File: src/erpg_pkg.sv
// Package for the ellipse point generator: shared constants, operation codes and types.
package erpg_pkg;

    // Default coordinate width
    localparam int DEF_COORD_BITS = 12;

    // Shared multiplier operations
    localparam logic [1:0] MUL_AA = 2'd0;   // a * a
    localparam logic [1:0] MUL_BB = 2'd1;   // b * b
    localparam logic [1:0] MUL_DX = 2'd2;   // (1 - a) * b * b

    // Shared adder operations
    localparam logic [2:0] ADD_DX_DY  = 3'd0;  // dx + dy
    localparam logic [2:0] ADD_ODD    = 3'd1;  // err + (odd ? a*a : 0)
    localparam logic [2:0] ADD_DY_INC = 3'd2;  // dy + y_increment
    localparam logic [2:0] ADD_ERR_DY = 3'd3;  // err + dy
    localparam logic [2:0] ADD_DX_INC = 3'd4;  // dx + x_increment
    localparam logic [2:0] ADD_ERR_DX = 3'd5;  // err + dx

    // Shared comparator right-hand side (left side is always 2*err)
    localparam logic CMP_DX = 1'b0;
    localparam logic CMP_DY = 1'b1;

    // Operation select from sequencer to arithmetic unit
    typedef struct packed {
        logic [1:0] mul_op;
        logic [2:0] add_op;
        logic       cmp_op;
    } t_arith_ctl;

    // Comparator result: 2*err against the selected term
    typedef struct packed {
        logic lt;
        logic eq;
    } t_cmp_flags;

endpackage

File: src/erpg_arith.sv
// Shared arithmetic unit: one multiplier, one wide adder and one signed comparator.
module erpg_arith import erpg_pkg::*; #(
    parameter int COORD_BITS = DEF_COORD_BITS
) (
    input  t_arith_ctl                      i_ctl,
    input  logic [COORD_BITS-1:0]           i_a,
    input  logic [COORD_BITS-1:0]           i_b,
    input  logic                            i_odd,
    input  logic [2*COORD_BITS-1:0]         i_aa,
    input  logic [2*COORD_BITS-1:0]         i_bb,
    input  logic [3*COORD_BITS+7:0]         i_err,
    input  logic [3*COORD_BITS+7:0]         i_dx,
    input  logic [3*COORD_BITS+7:0]         i_dy,
    input  logic [2*COORD_BITS+3:0]         i_xinc,
    input  logic [2*COORD_BITS+3:0]         i_yinc,
    output logic signed [3*COORD_BITS+1:0]  o_prod,
    output logic [3*COORD_BITS+7:0]         o_sum,
    output t_cmp_flags                      o_cmp
);

    localparam int SQ_W  = 2 * COORD_BITS;
    localparam int ERR_W = 3 * COORD_BITS + 8;
    localparam int INC_W = 2 * COORD_BITS + 4;
    localparam int PRD_W = 3 * COORD_BITS + 2;

    logic signed [COORD_BITS:0] mul_a;
    logic        [SQ_W-1:0]     mul_b;
    logic signed [SQ_W:0]       mul_b_s;
    logic        [ERR_W-1:0]    add_x;
    logic        [ERR_W-1:0]    add_y;
    logic signed [ERR_W:0]      cmp_l;
    logic signed [ERR_W:0]      cmp_r;
    logic        [ERR_W-1:0]    cmp_sel;

    // Select multiplier operands
    always_comb begin
        unique case (i_ctl.mul_op)
            MUL_AA: begin
                mul_a = {1'b0, i_a};
                mul_b = {{COORD_BITS{1'b0}}, i_a};
            end
            MUL_BB: begin
                mul_a = {1'b0, i_b};
                mul_b = {{COORD_BITS{1'b0}}, i_b};
            end
            MUL_DX: begin
                mul_a = (COORD_BITS+1)'(1) - {1'b0, i_a};
                mul_b = i_bb;
            end
            default: begin
                mul_a = '0;
                mul_b = '0;
            end
        endcase
    end

    assign mul_b_s = {1'b0, mul_b};
    assign o_prod  = PRD_W'(mul_a) * PRD_W'(mul_b_s);

    // Select adder operands
    always_comb begin
        unique case (i_ctl.add_op)
            ADD_DX_DY: begin
                add_x = i_dx;
                add_y = i_dy;
            end
            ADD_ODD: begin
                add_x = i_err;
                add_y = i_odd ? {{(ERR_W-SQ_W){1'b0}}, i_aa} : '0;
            end
            ADD_DY_INC: begin
                add_x = i_dy;
                add_y = {{(ERR_W-INC_W){1'b0}}, i_yinc};
            end
            ADD_ERR_DY: begin
                add_x = i_err;
                add_y = i_dy;
            end
            ADD_DX_INC: begin
                add_x = i_dx;
                add_y = {{(ERR_W-INC_W){1'b0}}, i_xinc};
            end
            ADD_ERR_DX: begin
                add_x = i_err;
                add_y = i_dx;
            end
            default: begin
                add_x = '0;
                add_y = '0;
            end
        endcase
    end

    assign o_sum = add_x + add_y;

    // Compare 2*err with dx or dy at full precision
    assign cmp_sel  = (i_ctl.cmp_op == CMP_DY) ? i_dy : i_dx;
    assign cmp_l    = {i_err, 1'b0};
    assign cmp_r    = {cmp_sel[ERR_W-1], cmp_sel};
    assign o_cmp.lt = cmp_l < cmp_r;
    assign o_cmp.eq = cmp_l == cmp_r;

endmodule

File: src/ellipse_rect_point_generator.sv
// Start: S_MAA to S_EODD. Step: S_CX to S_FIN (S_ERY, S_ERX if moving), or S_FIN alone if idle.
// A step result loads into the output register on leaving the last state, which waits while full.
// Throughput: one item at a time, set by the sequencer sharing one multiplier, adder, comparator.
// The next item is taken while a finished result still waits in the output register.
// Reset (synchronous, active low): sequencer idle, no ellipse active, output empty.
// Top level: sequencer and state registers of the midpoint ellipse rasterizer.
module ellipse_rect_point_generator import erpg_pkg::*; #(
    parameter int COORD_BITS = DEF_COORD_BITS
) (
    input  logic                  i_clk,
    input  logic                  i_rst_n,
    input  logic                  i_valid,
    output logic                  o_ready,
    input  logic                  i_mode,
    input  logic [COORD_BITS-1:0] i_corner_ax,
    input  logic [COORD_BITS-1:0] i_corner_ay,
    input  logic [COORD_BITS-1:0] i_corner_bx,
    input  logic [COORD_BITS-1:0] i_corner_by,
    output logic                  o_valid,
    input  logic                  i_ready,
    output logic [COORD_BITS-1:0] o_left_x,
    output logic [COORD_BITS-1:0] o_right_x,
    output logic [COORD_BITS-1:0] o_lower_y,
    output logic [COORD_BITS-1:0] o_upper_y,
    output logic                  o_points_valid,
    output logic                  o_finished
);

    localparam int POS_W = COORD_BITS + 2;
    localparam int SQ_W  = 2 * COORD_BITS;
    localparam int ERR_W = 3 * COORD_BITS + 8;
    localparam int INC_W = 2 * COORD_BITS + 4;
    localparam int PRD_W = 3 * COORD_BITS + 2;

    // Sequencer states
    localparam logic [3:0] S_IDLE = 4'd0;
    localparam logic [3:0] S_MAA  = 4'd1;
    localparam logic [3:0] S_MBB  = 4'd2;
    localparam logic [3:0] S_MDX  = 4'd3;
    localparam logic [3:0] S_EDY  = 4'd4;
    localparam logic [3:0] S_EODD = 4'd5;
    localparam logic [3:0] S_CX   = 4'd6;
    localparam logic [3:0] S_CY   = 4'd7;
    localparam logic [3:0] S_ERY  = 4'd8;
    localparam logic [3:0] S_CX2  = 4'd9;
    localparam logic [3:0] S_ERX  = 4'd10;
    localparam logic [3:0] S_FIN  = 4'd11;

    logic [3:0]            r_state, n_state;
    logic                  r_running, n_running;
    logic [COORD_BITS-1:0] r_a, n_a;
    logic [COORD_BITS-1:0] r_b, n_b;
    logic [POS_W-1:0]      r_left_x, n_left_x;
    logic [POS_W-1:0]      r_right_x, n_right_x;
    logic [POS_W-1:0]      r_lower_y, n_lower_y;
    logic [POS_W-1:0]      r_upper_y, n_upper_y;
    logic [SQ_W-1:0]       r_aa, n_aa;
    logic [SQ_W-1:0]       r_bb, n_bb;
    logic [ERR_W-1:0]      r_err, n_err;
    logic [ERR_W-1:0]      r_dx, n_dx;
    logic [ERR_W-1:0]      r_dy, n_dy;
    logic [INC_W-1:0]      r_xinc, n_xinc;
    logic [INC_W-1:0]      r_yinc, n_yinc;
    logic                  r_cx, n_cx;
    logic [COORD_BITS-1:0] r_p_left, n_p_left;
    logic [COORD_BITS-1:0] r_p_right, n_p_right;
    logic [COORD_BITS-1:0] r_p_lower, n_p_lower;
    logic [COORD_BITS-1:0] r_p_upper, n_p_upper;
    logic                  r_p_valid, n_p_valid;
    logic                  r_o_valid, n_o_valid;
    logic [COORD_BITS-1:0] r_o_left, n_o_left;
    logic [COORD_BITS-1:0] r_o_right, n_o_right;
    logic [COORD_BITS-1:0] r_o_lower, n_o_lower;
    logic [COORD_BITS-1:0] r_o_upper, n_o_upper;
    logic                  r_o_pv, n_o_pv;
    logic                  r_o_fin, n_o_fin;

    t_arith_ctl              ctl;
    t_cmp_flags              cmp;
    logic signed [PRD_W-1:0] prod;
    logic [ERR_W-1:0]        sum;

    logic                  accept;
    logic                  ax_lt;
    logic                  ay_lt;
    logic [COORD_BITS-1:0] s_a;
    logic [COORD_BITS-1:0] s_b;
    logic [COORD_BITS-1:0] s_ymin;
    logic                  crossed;
    logic                  out_free;

    erpg_arith #(
        .COORD_BITS (COORD_BITS)
    ) u_arith (
        .i_ctl  (ctl),
        .i_a    (r_a),
        .i_b    (r_b),
        .i_odd  (r_b[0]),
        .i_aa   (r_aa),
        .i_bb   (r_bb),
        .i_err  (r_err),
        .i_dx   (r_dx),
        .i_dy   (r_dy),
        .i_xinc (r_xinc),
        .i_yinc (r_yinc),
        .o_prod (prod),
        .o_sum  (sum),
        .o_cmp  (cmp)
    );

    assign o_ready  = (r_state == S_IDLE);
    assign accept   = i_valid && o_ready;
    assign out_free = !r_o_valid || i_ready;
    assign crossed  = $signed(r_left_x) > $signed(r_right_x);

    // Order the corners and take the axis lengths
    assign ax_lt  = i_corner_ax < i_corner_bx;
    assign ay_lt  = i_corner_ay < i_corner_by;
    assign s_a    = ax_lt ? (i_corner_bx - i_corner_ax) : (i_corner_ax - i_corner_bx);
    assign s_b    = ay_lt ? (i_corner_by - i_corner_ay) : (i_corner_ay - i_corner_by);
    assign s_ymin = ay_lt ? i_corner_ay : i_corner_by;

    // Drive the shared unit from the current state
    always_comb begin
        ctl.mul_op = MUL_AA;
        ctl.add_op = ADD_DX_DY;
        ctl.cmp_op = CMP_DX;
        unique case (r_state)
            S_MBB:  ctl.mul_op = MUL_BB;
            S_MDX:  ctl.mul_op = MUL_DX;
            S_EDY:  ctl.add_op = ADD_DX_DY;
            S_EODD: ctl.add_op = ADD_ODD;
            S_CX:   ctl.cmp_op = CMP_DX;
            S_CY: begin
                ctl.cmp_op = CMP_DY;
                ctl.add_op = ADD_DY_INC;
            end
            S_ERY:  ctl.add_op = ADD_ERR_DY;
            S_CX2: begin
                ctl.cmp_op = CMP_DY;
                ctl.add_op = ADD_DX_INC;
            end
            S_ERX:  ctl.add_op = ADD_ERR_DX;
            default: ctl.mul_op = MUL_AA;
        endcase
    end

    // Sequencer and datapath next state
    always_comb begin
        n_state   = r_state;
        n_running = r_running;
        n_a       = r_a;
        n_b       = r_b;
        n_left_x  = r_left_x;
        n_right_x = r_right_x;
        n_lower_y = r_lower_y;
        n_upper_y = r_upper_y;
        n_aa      = r_aa;
        n_bb      = r_bb;
        n_err     = r_err;
        n_dx      = r_dx;
        n_dy      = r_dy;
        n_xinc    = r_xinc;
        n_yinc    = r_yinc;
        n_cx      = r_cx;
        n_p_left  = r_p_left;
        n_p_right = r_p_right;
        n_p_lower = r_p_lower;
        n_p_upper = r_p_upper;
        n_p_valid = r_p_valid;
        n_o_left  = r_o_left;
        n_o_right = r_o_right;
        n_o_lower = r_o_lower;
        n_o_upper = r_o_upper;
        n_o_pv    = r_o_pv;
        n_o_fin   = r_o_fin;
        n_o_valid = r_o_valid && !i_ready;

        unique case (r_state)
            S_IDLE: begin
                if (accept) begin
                    if (!i_mode) begin
                        // Load corners for a new ellipse
                        n_a       = s_a;
                        n_b       = s_b;
                        n_left_x  = {2'b00, (ax_lt ? i_corner_ax : i_corner_bx)};
                        n_right_x = {2'b00, (ax_lt ? i_corner_bx : i_corner_ax)};
                        n_upper_y = {2'b00, s_ymin} + {3'b000, s_b[COORD_BITS-1:1]};
                        n_state   = S_MAA;
                    end else begin
                        // Capture the current points before advancing
                        n_p_valid = r_running;
                        n_p_left  = r_running ? r_left_x[COORD_BITS-1:0]  : '0;
                        n_p_right = r_running ? r_right_x[COORD_BITS-1:0] : '0;
                        n_p_lower = r_running ? r_lower_y[COORD_BITS-1:0] : '0;
                        n_p_upper = r_running ? r_upper_y[COORD_BITS-1:0] : '0;
                        n_state   = r_running ? S_CX : S_FIN;
                    end
                end
            end
            S_MAA: begin
                n_aa      = prod[SQ_W-1:0];
                n_yinc    = {1'b0, prod[SQ_W-1:0], 3'b000};
                n_lower_y = r_upper_y + {{(POS_W-1){1'b0}}, r_b[0]};
                n_state   = S_MBB;
            end
            S_MBB: begin
                n_bb    = prod[SQ_W-1:0];
                n_xinc  = {1'b0, prod[SQ_W-1:0], 3'b000};
                n_dy    = r_b[0] ? {{(ERR_W-SQ_W-3){1'b0}}, r_aa, 3'b000}
                                 : {{(ERR_W-SQ_W-2){1'b0}}, r_aa, 2'b00};
                n_state = S_MDX;
            end
            S_MDX: begin
                n_dx    = {{(ERR_W-PRD_W-2){prod[PRD_W-1]}}, prod, 2'b00};
                n_state = S_EDY;
            end
            S_EDY: begin
                n_err   = sum;
                n_state = S_EODD;
            end
            S_EODD: begin
                n_err     = sum;
                n_running = 1'b1;
                n_state   = S_IDLE;
            end
            S_CX: begin
                // Hold the x test on the error before the y move
                n_cx    = !cmp.lt;
                n_state = S_CY;
            end
            S_CY: begin
                if (cmp.lt || cmp.eq) begin
                    n_dy      = sum;
                    n_lower_y = r_lower_y + POS_W'(1);
                    n_upper_y = r_upper_y - POS_W'(1);
                    n_state   = S_ERY;
                end else begin
                    n_state = S_CX2;
                end
            end
            S_ERY: begin
                n_err   = sum;
                n_state = S_CX2;
            end
            S_CX2: begin
                if (r_cx || (!cmp.lt && !cmp.eq)) begin
                    n_dx      = sum;
                    n_left_x  = r_left_x + POS_W'(1);
                    n_right_x = r_right_x - POS_W'(1);
                    n_state   = S_ERX;
                end else begin
                    n_state = S_FIN;
                end
            end
            S_ERX: begin
                n_err   = sum;
                n_state = S_FIN;
            end
            S_FIN: begin
                // Load the result once the output register is free
                if (out_free) begin
                    n_o_valid = 1'b1;
                    n_o_left  = r_p_left;
                    n_o_right = r_p_right;
                    n_o_lower = r_p_lower;
                    n_o_upper = r_p_upper;
                    n_o_pv    = r_p_valid;
                    n_o_fin   = r_p_valid ? crossed : 1'b1;
                    if (r_p_valid) begin
                        n_running = !crossed;
                    end
                    n_state = S_IDLE;
                end
            end
            default: n_state = S_IDLE;
        endcase
    end

    // Control registers
    always_ff @(posedge i_clk) begin
        if (!i_rst_n) begin
            r_state   <= S_IDLE;
            r_running <= 1'b0;
            r_o_valid <= 1'b0;
        end else begin
            r_state   <= n_state;
            r_running <= n_running;
            r_o_valid <= n_o_valid;
        end
    end

    // Datapath and payload registers
    always_ff @(posedge i_clk) begin
        r_a       <= n_a;
        r_b       <= n_b;
        r_left_x  <= n_left_x;
        r_right_x <= n_right_x;
        r_lower_y <= n_lower_y;
        r_upper_y <= n_upper_y;
        r_aa      <= n_aa;
        r_bb      <= n_bb;
        r_err     <= n_err;
        r_dx      <= n_dx;
        r_dy      <= n_dy;
        r_xinc    <= n_xinc;
        r_yinc    <= n_yinc;
        r_cx      <= n_cx;
        r_p_left  <= n_p_left;
        r_p_right <= n_p_right;
        r_p_lower <= n_p_lower;
        r_p_upper <= n_p_upper;
        r_p_valid <= n_p_valid;
        r_o_left  <= n_o_left;
        r_o_right <= n_o_right;
        r_o_lower <= n_o_lower;
        r_o_upper <= n_o_upper;
        r_o_pv    <= n_o_pv;
        r_o_fin   <= n_o_fin;
    end

    assign o_valid        = r_o_valid;
    assign o_left_x       = r_o_left;
    assign o_right_x      = r_o_right;
    assign o_lower_y      = r_o_lower;
    assign o_upper_y      = r_o_upper;
    assign o_points_valid = r_o_pv;
    assign o_finished     = r_o_fin;

    // A result without points always reports the ellipse finished
    a_empty_is_finished: assert property (@(posedge i_clk) disable iff (!i_rst_n)
        o_valid && !o_points_valid |-> o_finished)
        else $error("result without points not flagged finished");

    // Setup completion leaves an ellipse active
    a_setup_runs: assert property (@(posedge i_clk) disable iff (!i_rst_n)
        r_state == S_EODD |=> r_running)
        else $error("ellipse not active after setup");

    // A pending unfinished result implies the ellipse is still active
    a_open_result_running: assert property (@(posedge i_clk) disable iff (!i_rst_n)
        o_valid && o_points_valid && !o_finished |-> r_running)
        else $error("unfinished result while no ellipse active");

    // A step item taken on an active ellipse enters the step sequence
    a_busy_no_accept: assert property (@(posedge i_clk) disable iff (!i_rst_n)
        $past(i_rst_n) && $past(i_valid && o_ready) && $past(i_mode) && $past(r_running)
        |-> r_state == S_CX)
        else $error("step item did not enter the step sequence");

endmodule

File: config.mk
export PLATFORM = sky130hd
export DESIGN_NAME = ellipse_rect_point_generator
export DESIGN_NICKNAME = d
export VERILOG_FILES = /design/src/erpg_pkg.sv /design/src/erpg_arith.sv /design/src/ellipse_rect_point_generator.sv
export SDC_FILE = /design/constraint.sdc
export NUM_CORES = 2
export LEC_CHECK = 0
export ABC_CLOCK_PERIOD_IN_PS = 24600
export BUFFER_PORTS_ARGS = -buffer_cell sky130_fd_sc_hd__buf_2
export CAP_MARGIN = 20
export CORE_UTILIZATION = 57
export CTS_BUF_LIST = sky130_fd_sc_hd__clkbuf_4
export CTS_CLUSTER_DIAMETER = 120
export DETAILED_ROUTE_END_ITERATION = 10
export GPL_ROUTABILITY_DRIVEN = 0
export GPL_TIMING_DRIVEN = 0
export PLACE_DENSITY = 0.78
export REMOVE_ABC_BUFFERS = 1
export SLEW_MARGIN = 40
export SYNTH_ARGS = -nofsm -noshare
export SYNTH_HDL_FRONTEND = slang
export SYNTH_SLANG_ARGS = --single-unit
File: constraint.sdc
create_clock -name i_clk -period 24.6 [get_ports i_clk]
set_clock_uncertainty 0.1 [all_clocks]
set_input_delay 1.23 -clock i_clk [delete_from_list [all_inputs] [get_ports i_clk]]
set_output_delay 1.23 -clock i_clk [all_outputs]
set_load 0.01 [all_outputs]
==> After elaboration in Yosys (flattened, before gate mapping) <==
Index checks and enable logic that the tools add are counted.
{ "op_classes": {"n_mux": 45, "n_eq_ne": 25, "addsub": 12, "mul": 1, "bitwise": 1, "reduce_logical": 35, "order_cmp": 4} }
{ "op_table": {"columns": ["op", "n"], "rows": [
  ["44-bit case mux with 5 select lines", 1],
  ["44-bit case mux with 2 select lines", 2],
  ["14-bit 2-to-1 mux", 10],
  ["44-bit 2-to-1 mux", 3],
  ["44-bit case mux with 3 select lines", 1],
  ["14-bit case mux with 2 select lines", 4],
  ["24-bit case mux with 3 select lines", 1],
  ["12-bit 2-to-1 mux", 5],
  ["12-bit subtractor", 4],
  ["45-bit by 44-bit equality test with 1-bit output", 1],
  ["45-bit by 44-bit less-than comparator with 1-bit output", 1],
  ["44-bit adder", 1],
  ["4-bit case mux with 11 select lines", 1],
  ["13-bit case mux with 3 select lines", 1],
  ["13-bit by 25-bit multiplier with 38-bit output", 1],
  ["14-bit by 1-bit adder with 14-bit output (second input constant)", 2],
  ["14-bit by 1-bit subtractor with 14-bit output (second input constant)", 2],
  ["27-bit 2-to-1 mux", 1],
  ["12-bit less-than comparator", 2],
  ["24-bit 2-to-1 mux", 1],
  ["4-bit by 3-bit equality test with 1-bit output (second input constant)", 4],
  ["4-bit equality test (second input constant)", 4],
  ["4-bit 2-to-1 mux", 4],
  ["3-bit case mux with 5 select lines", 1],
  ["30 further kinds", 65]
]} }
{ "word_totals": {"reg_bits": 366, "in_bits": 53, "word_cells": 149, "output_inout_bits": 52} }

==> Longest topological paths before layout <==
{ "logic_depth": {"word_depth": 10, "mapped_depth": 32, "depth_no_buf": 29} }

==> Hierarchy <==
A second synthesis with hierarchy kept.
{ "unflattened": {"cells_unflattened": 3558, "hier_area_um2": 33870.0} }
{ "by_module_without_submodules": {"columns": ["module", "instances", "area_each_um2", "cells_per_inst", "seq_area_each_um2"], "rows": [
  ["ellipse_rect_point_generator", 1, 17382.9, 1461, 10810.4],
  ["erpg_arith", 1, 16487.1, 2097, 0.0]
]} }

==> Worst setup path before layout <==
No wires, ideal clock.
{ "synth_path": {"path_type": "register to register", "from": "register r_state[1]", "to": "register r_dx[42] (data pin)", "setup_slack_ns": 16.452, "path_stages_with_launch": 29, "period_less_slack_ns": 8.148, "setup_ns": 0.255, "n_path_buf": 2, "t_required_ns": 24.245, "arrival_ns": 7.793, "cell_sequence": "dfxtp_1 clkbuf_1 inv_1 nor3_1 nand2b_1 inv_1 a22o_1 a21o_1 clkbuf_1 nand2_1 fa_1 inv_1 fa_1 fa_1 fa_1 fa_1 inv_1 fa_1 inv_1 ha_1 a2111oi_0 o21a_1 nor3_1 or2_2 a211o_1 a41oi_1 xnor2_1 nor2_1 o21ba_2"} }
{ "synth_via": {"elab_chain_len": 8, "elab_cells_between_ends": 29} }
{ "synth_lines": {"columns": ["item", "line_no", "text"], "rows": [
  ["start: declaration", "ellipse_rect_point_generator.sv:49", "logic [3:0] r_state, n_state;"],
  ["start signal: assignment", "ellipse_rect_point_generator.sv:287", "r_state <= n_state;"],
  ["branches (longest 7 deep; another with 13-bit by 25-bit multiplier with 38-bit output)", null, null],
  ["44-bit case mux with 2 select lines (*)", "ellipse_rect_point_generator.sv:179", "unique case (r_state)"],
  ["named net n_dx[42]", "ellipse_rect_point_generator.sv:60", "logic [ERR_W-1:0] r_dx, n_dx;"],
  ["end signal: assignment", "ellipse_rect_point_generator.sv:304", "r_dx <= n_dx;"],
  ["end: declaration", "ellipse_rect_point_generator.sv:60", null]
]} }
Mark *: on every way through the listed nets, which the timed path passes. The select of a mux whose other input is x is not followed.
A chain may end at the register's enable or synchronous reset.

==> Worst setup path in the final report <==
{ "layout_path": {"from": "register r_state[1]", "to": "register r_dx[29] (data pin)"} }
The elaborated chain is that of the path after synthesis.

==> results.py <==
metrics = {
    "yosys": {
        "synthArstFlopShare_pct": 0,
        "synth_fa_ha_area_share_pct": 25.74,
        "syn_area_per_cell_sq_um": 9.502,
        "synth_top_family_by_area": "adder cells",
        "synth_area_leaders": "edfxtp_1, fa_1, ha_1, nand2_1, inv_1",
        "synth_compound_area_share_pct": 13.74,
        "synth.distinct_cells": 78,
        "synthTopCellsByCount": "nand2_1, inv_1, edfxtp_1",
        "ys_ff_latch": 362,
        "synth_largest_area_cell": "edfxtp_1",
        "netlist_area_sq_um": 33090,
        "synth_top_area_share_pct": 32.30,
        "synth_ff_type": "edfxtp_1",
        "synth_xor_area_share_pct": 3.679,
        "syn-instance-count": 3483,
        "yosysMostFrequentCell": "nand2_1",
        "synthMuxAreaShare_pct": 2.979,
        "seq_area_frac_synth_pct": 32.67,
        "yosys.area_share.simple_pct": 15.26,
        "yosysWarnings": 0,
        "synth_edf_count": 356,
    },
    "min_path": {
        "hp-class": "reg2reg",
    },
    "global_route": {
        "met3_usage_pct": 5.285,
        "first_global_vias": 26090,
        "grt_max_degree": 46,
        "grt_use_met2_pct": 47.12,
        "grt_pass1_wl_mm": 137.8,
        "grt_util_all_layers_pct": 29.40,
        "grt_use_met1_pct": 40.24,
        "top_usage_layer": "met2",
        "antenna_found_initial": 8,
        "grt_overflow": 0,
    },
    "die": {
        "dieHeight_microns": 243.0,
        "die_x_microns": 243.0,
        "rows": 87,
        "dieArea_sq_um": 59030,
        "num_io_pins": 105,
        "start_util_pct": 58.24,
        "core_area_sq_um": 56820,
    },
    "detailed_routing": {
        "vias": 26310,
        "vias_per_cell": 5.965,
        "routed_wl_mm": 85.66,
        "drt_iter0_drc": 2659,
        "ant_nets": 0,
        "drcViolationCount": 0,
        "firstDrtPassIters": 8,
        "detail_route.wl_per_cell_microns": 19.42,
    },
    "place": {
        "port_buffers": 104,
        "post-dp-hpwl_mm": 66.91,
        "place_area_sq_um": 35080,
        "place_ws_ps": 15000,
    },
    "setup_path": {
        "crit_path_top_delay_cell": "o41ai_1",
        "start_kind": "flop",
        "path_common_cell": "fa_1",
        "end_kind": "flop",
        "path_max_fanout": 12,
        "cp.arrival_ps": 10250,
        "crit_family": "adder cells",
        "cp.required_ps": 25020,
        "crit_type": "reg2reg",
        "slowest_delay_ps": 710,
        "critPathBufInv": 9,
    },
    "clocking": {
        "cts_resized": 0,
        "hold_buffers": 0,
        "cts_tree": "built",
        "clock_sinks": 362,
        "path_clk_slew_ps": 70,
        "htreeDepth": 3,
        "root_buffer": "clkbuf_4",
        "numCtsBuffers": 89,
        "cts_buffer_depth": 3,
        "cts_setup_buffers": 0,
        "clock_latency_ps": 890,
    },
    "sta": {
        "tightest_slew_ps": 874.7,
        "hold_violations": 0,
        "maxSlewViolCount": 0,
        "fin_crit_sh_pct": 39.98,
        "setup_viol": 0,
        "max-slew-margin-rel_pct": 41.07,
        "setup-tns-final_ps": 0,
        "setup_slack_ps": 14770,
        "rsz0062_at_grt": "no",
        "max_freq_mhz": 101.7,
        "layout_min_cycle_time_ps": 9834,
    },
    "layout": {
        "syn_to_final_growth_pct": 9.520,
        "final_core_util_pct": 63.79,
        "drive_gt1_share_pct": 10.56,
        "fin_area_sq_um": 36240,
        "nets": 4164,
        "fillers": 4574,
    },
    "run": {
        "max_cap_viol_count": 0,
    },
    "status": {
        "status": "complete, no violations",
    },
}
==> metrics by stage <==
stage | hold slack [ps] | instances
after detailed placement | 304.5 | 4244
after global routing | 311.5 | 4411
after CTS | 295.7 | 4403
after global placement | 301.4 | 4188
after floorplan | 300.3 | 3328
final | 295.8 | 4411
==> final timing paths <==
path	slack, ps	end	depth (start not counted)	start
max	14770	r_dx[29]	29	r_state[1]
min	300	o_right_x[0]	0	r_p_right[0]
max reg2reg	14770	r_dx[29]	29	r_state[1]
min reg2reg	300	o_right_x[0]	0	r_p_right[0]
==> layout make-up <==
class | count | area [sq um] | area share [%]
antenna | 8 | 20.02 | 0.05523
clock buffer | 126 | 945.9 | 2.610
clock inverter | 33 | 187.7 | 0.5178
inverter | 366 | 1374 | 3.790
multi-input combinational | 2600 | 20620 | 56.89
sequential | 362 | 10820 | 29.84
tap | 756 | 945.9 | 2.610
timing repair buffer | 160 | 1335 | 3.683
==> worst reg2reg max path, delay by kind of cell, from the launching register on <==
family,cells,cell delay (ps)
buf+inv,9,1590
fa+ha+maj,7,3490
mux,1,120
compound gates,8,2860
flops,1,560
simple gates,4,750
==> placed cells by master, fill, tap and decap left out, drive strengths merged, types with 10 or more instances in the layout <==
master / netlist / routed
clkbuf: 130 / 126
ha: 284 / 284
nor3: 31 / 31
buf: 25 / 160
clkinv: 2 / 30
o21bai: 22 / 22
nand3: 72 / 72
nand2: 519 / 519
xnor2: 80 / 80
nand2b: 25 / 25
fa: 248 / 248
o21ai: 169 / 169
o21a: 26 / 26
and3: 33 / 33
nor2: 272 / 272
a211oi: 28 / 28
mux2: 12 / 12
nor2b: 40 / 40
xor2: 59 / 59
o211ai: 10 / 10
or2: 12 / 12
a21o: 82 / 82
a31oi: 14 / 14
inv: 364 / 368
nand4: 25 / 25
a21oi: 185 / 185
a222oi: 27 / 27
edfxtp: 356 / 356
a22o: 19 / 19
and2: 66 / 66
mux2i: 85 / 85
a22oi: 43 / 43
==> state kept, by name, indices dropped and copies added (netlist names), 14 cells and up <==
register,cells
r_yinc,24
r_dy,44
r_right_x,14
r_left_x,14
r_bb,24
r_dx,44
r_err,44
==> cell families (layout without fill, tap and decap cells) <==
| family | count (synthesis) | count (layout) |
|---|---|---|
| and+or+nand+nor | 1135 | 1135 |
| buffers and inverters | 521 | 685 |
| muxes | 97 | 97 |
| DFF | 362 | 362 |
| other | 0 | 8 |
| AOI/OAI and AO/OA | 697 | 697 |
| adders and majority gates | 532 | 532 |
| xor gates and xnor gates | 139 | 139 |
==> layer usage <==
| metal | routed length [microns] | part of all wire [%] | vias to the layer above |
|---|---|---|---|
| li1 | - | - | 12270 |
| met1 | 35490 | 41 | 12650 |
| met2 | 39510 | 46 | 1200 |
| met3 | 8058 | 9.4 | 192 |
| met4 | 2601 | 3.0 | 0 |
| met5 | 0 | 0 | - |
Power is left out: the tool's default activity adds up to more than one toggle a clock period on the data nets, which glitch-free logic cannot reach.
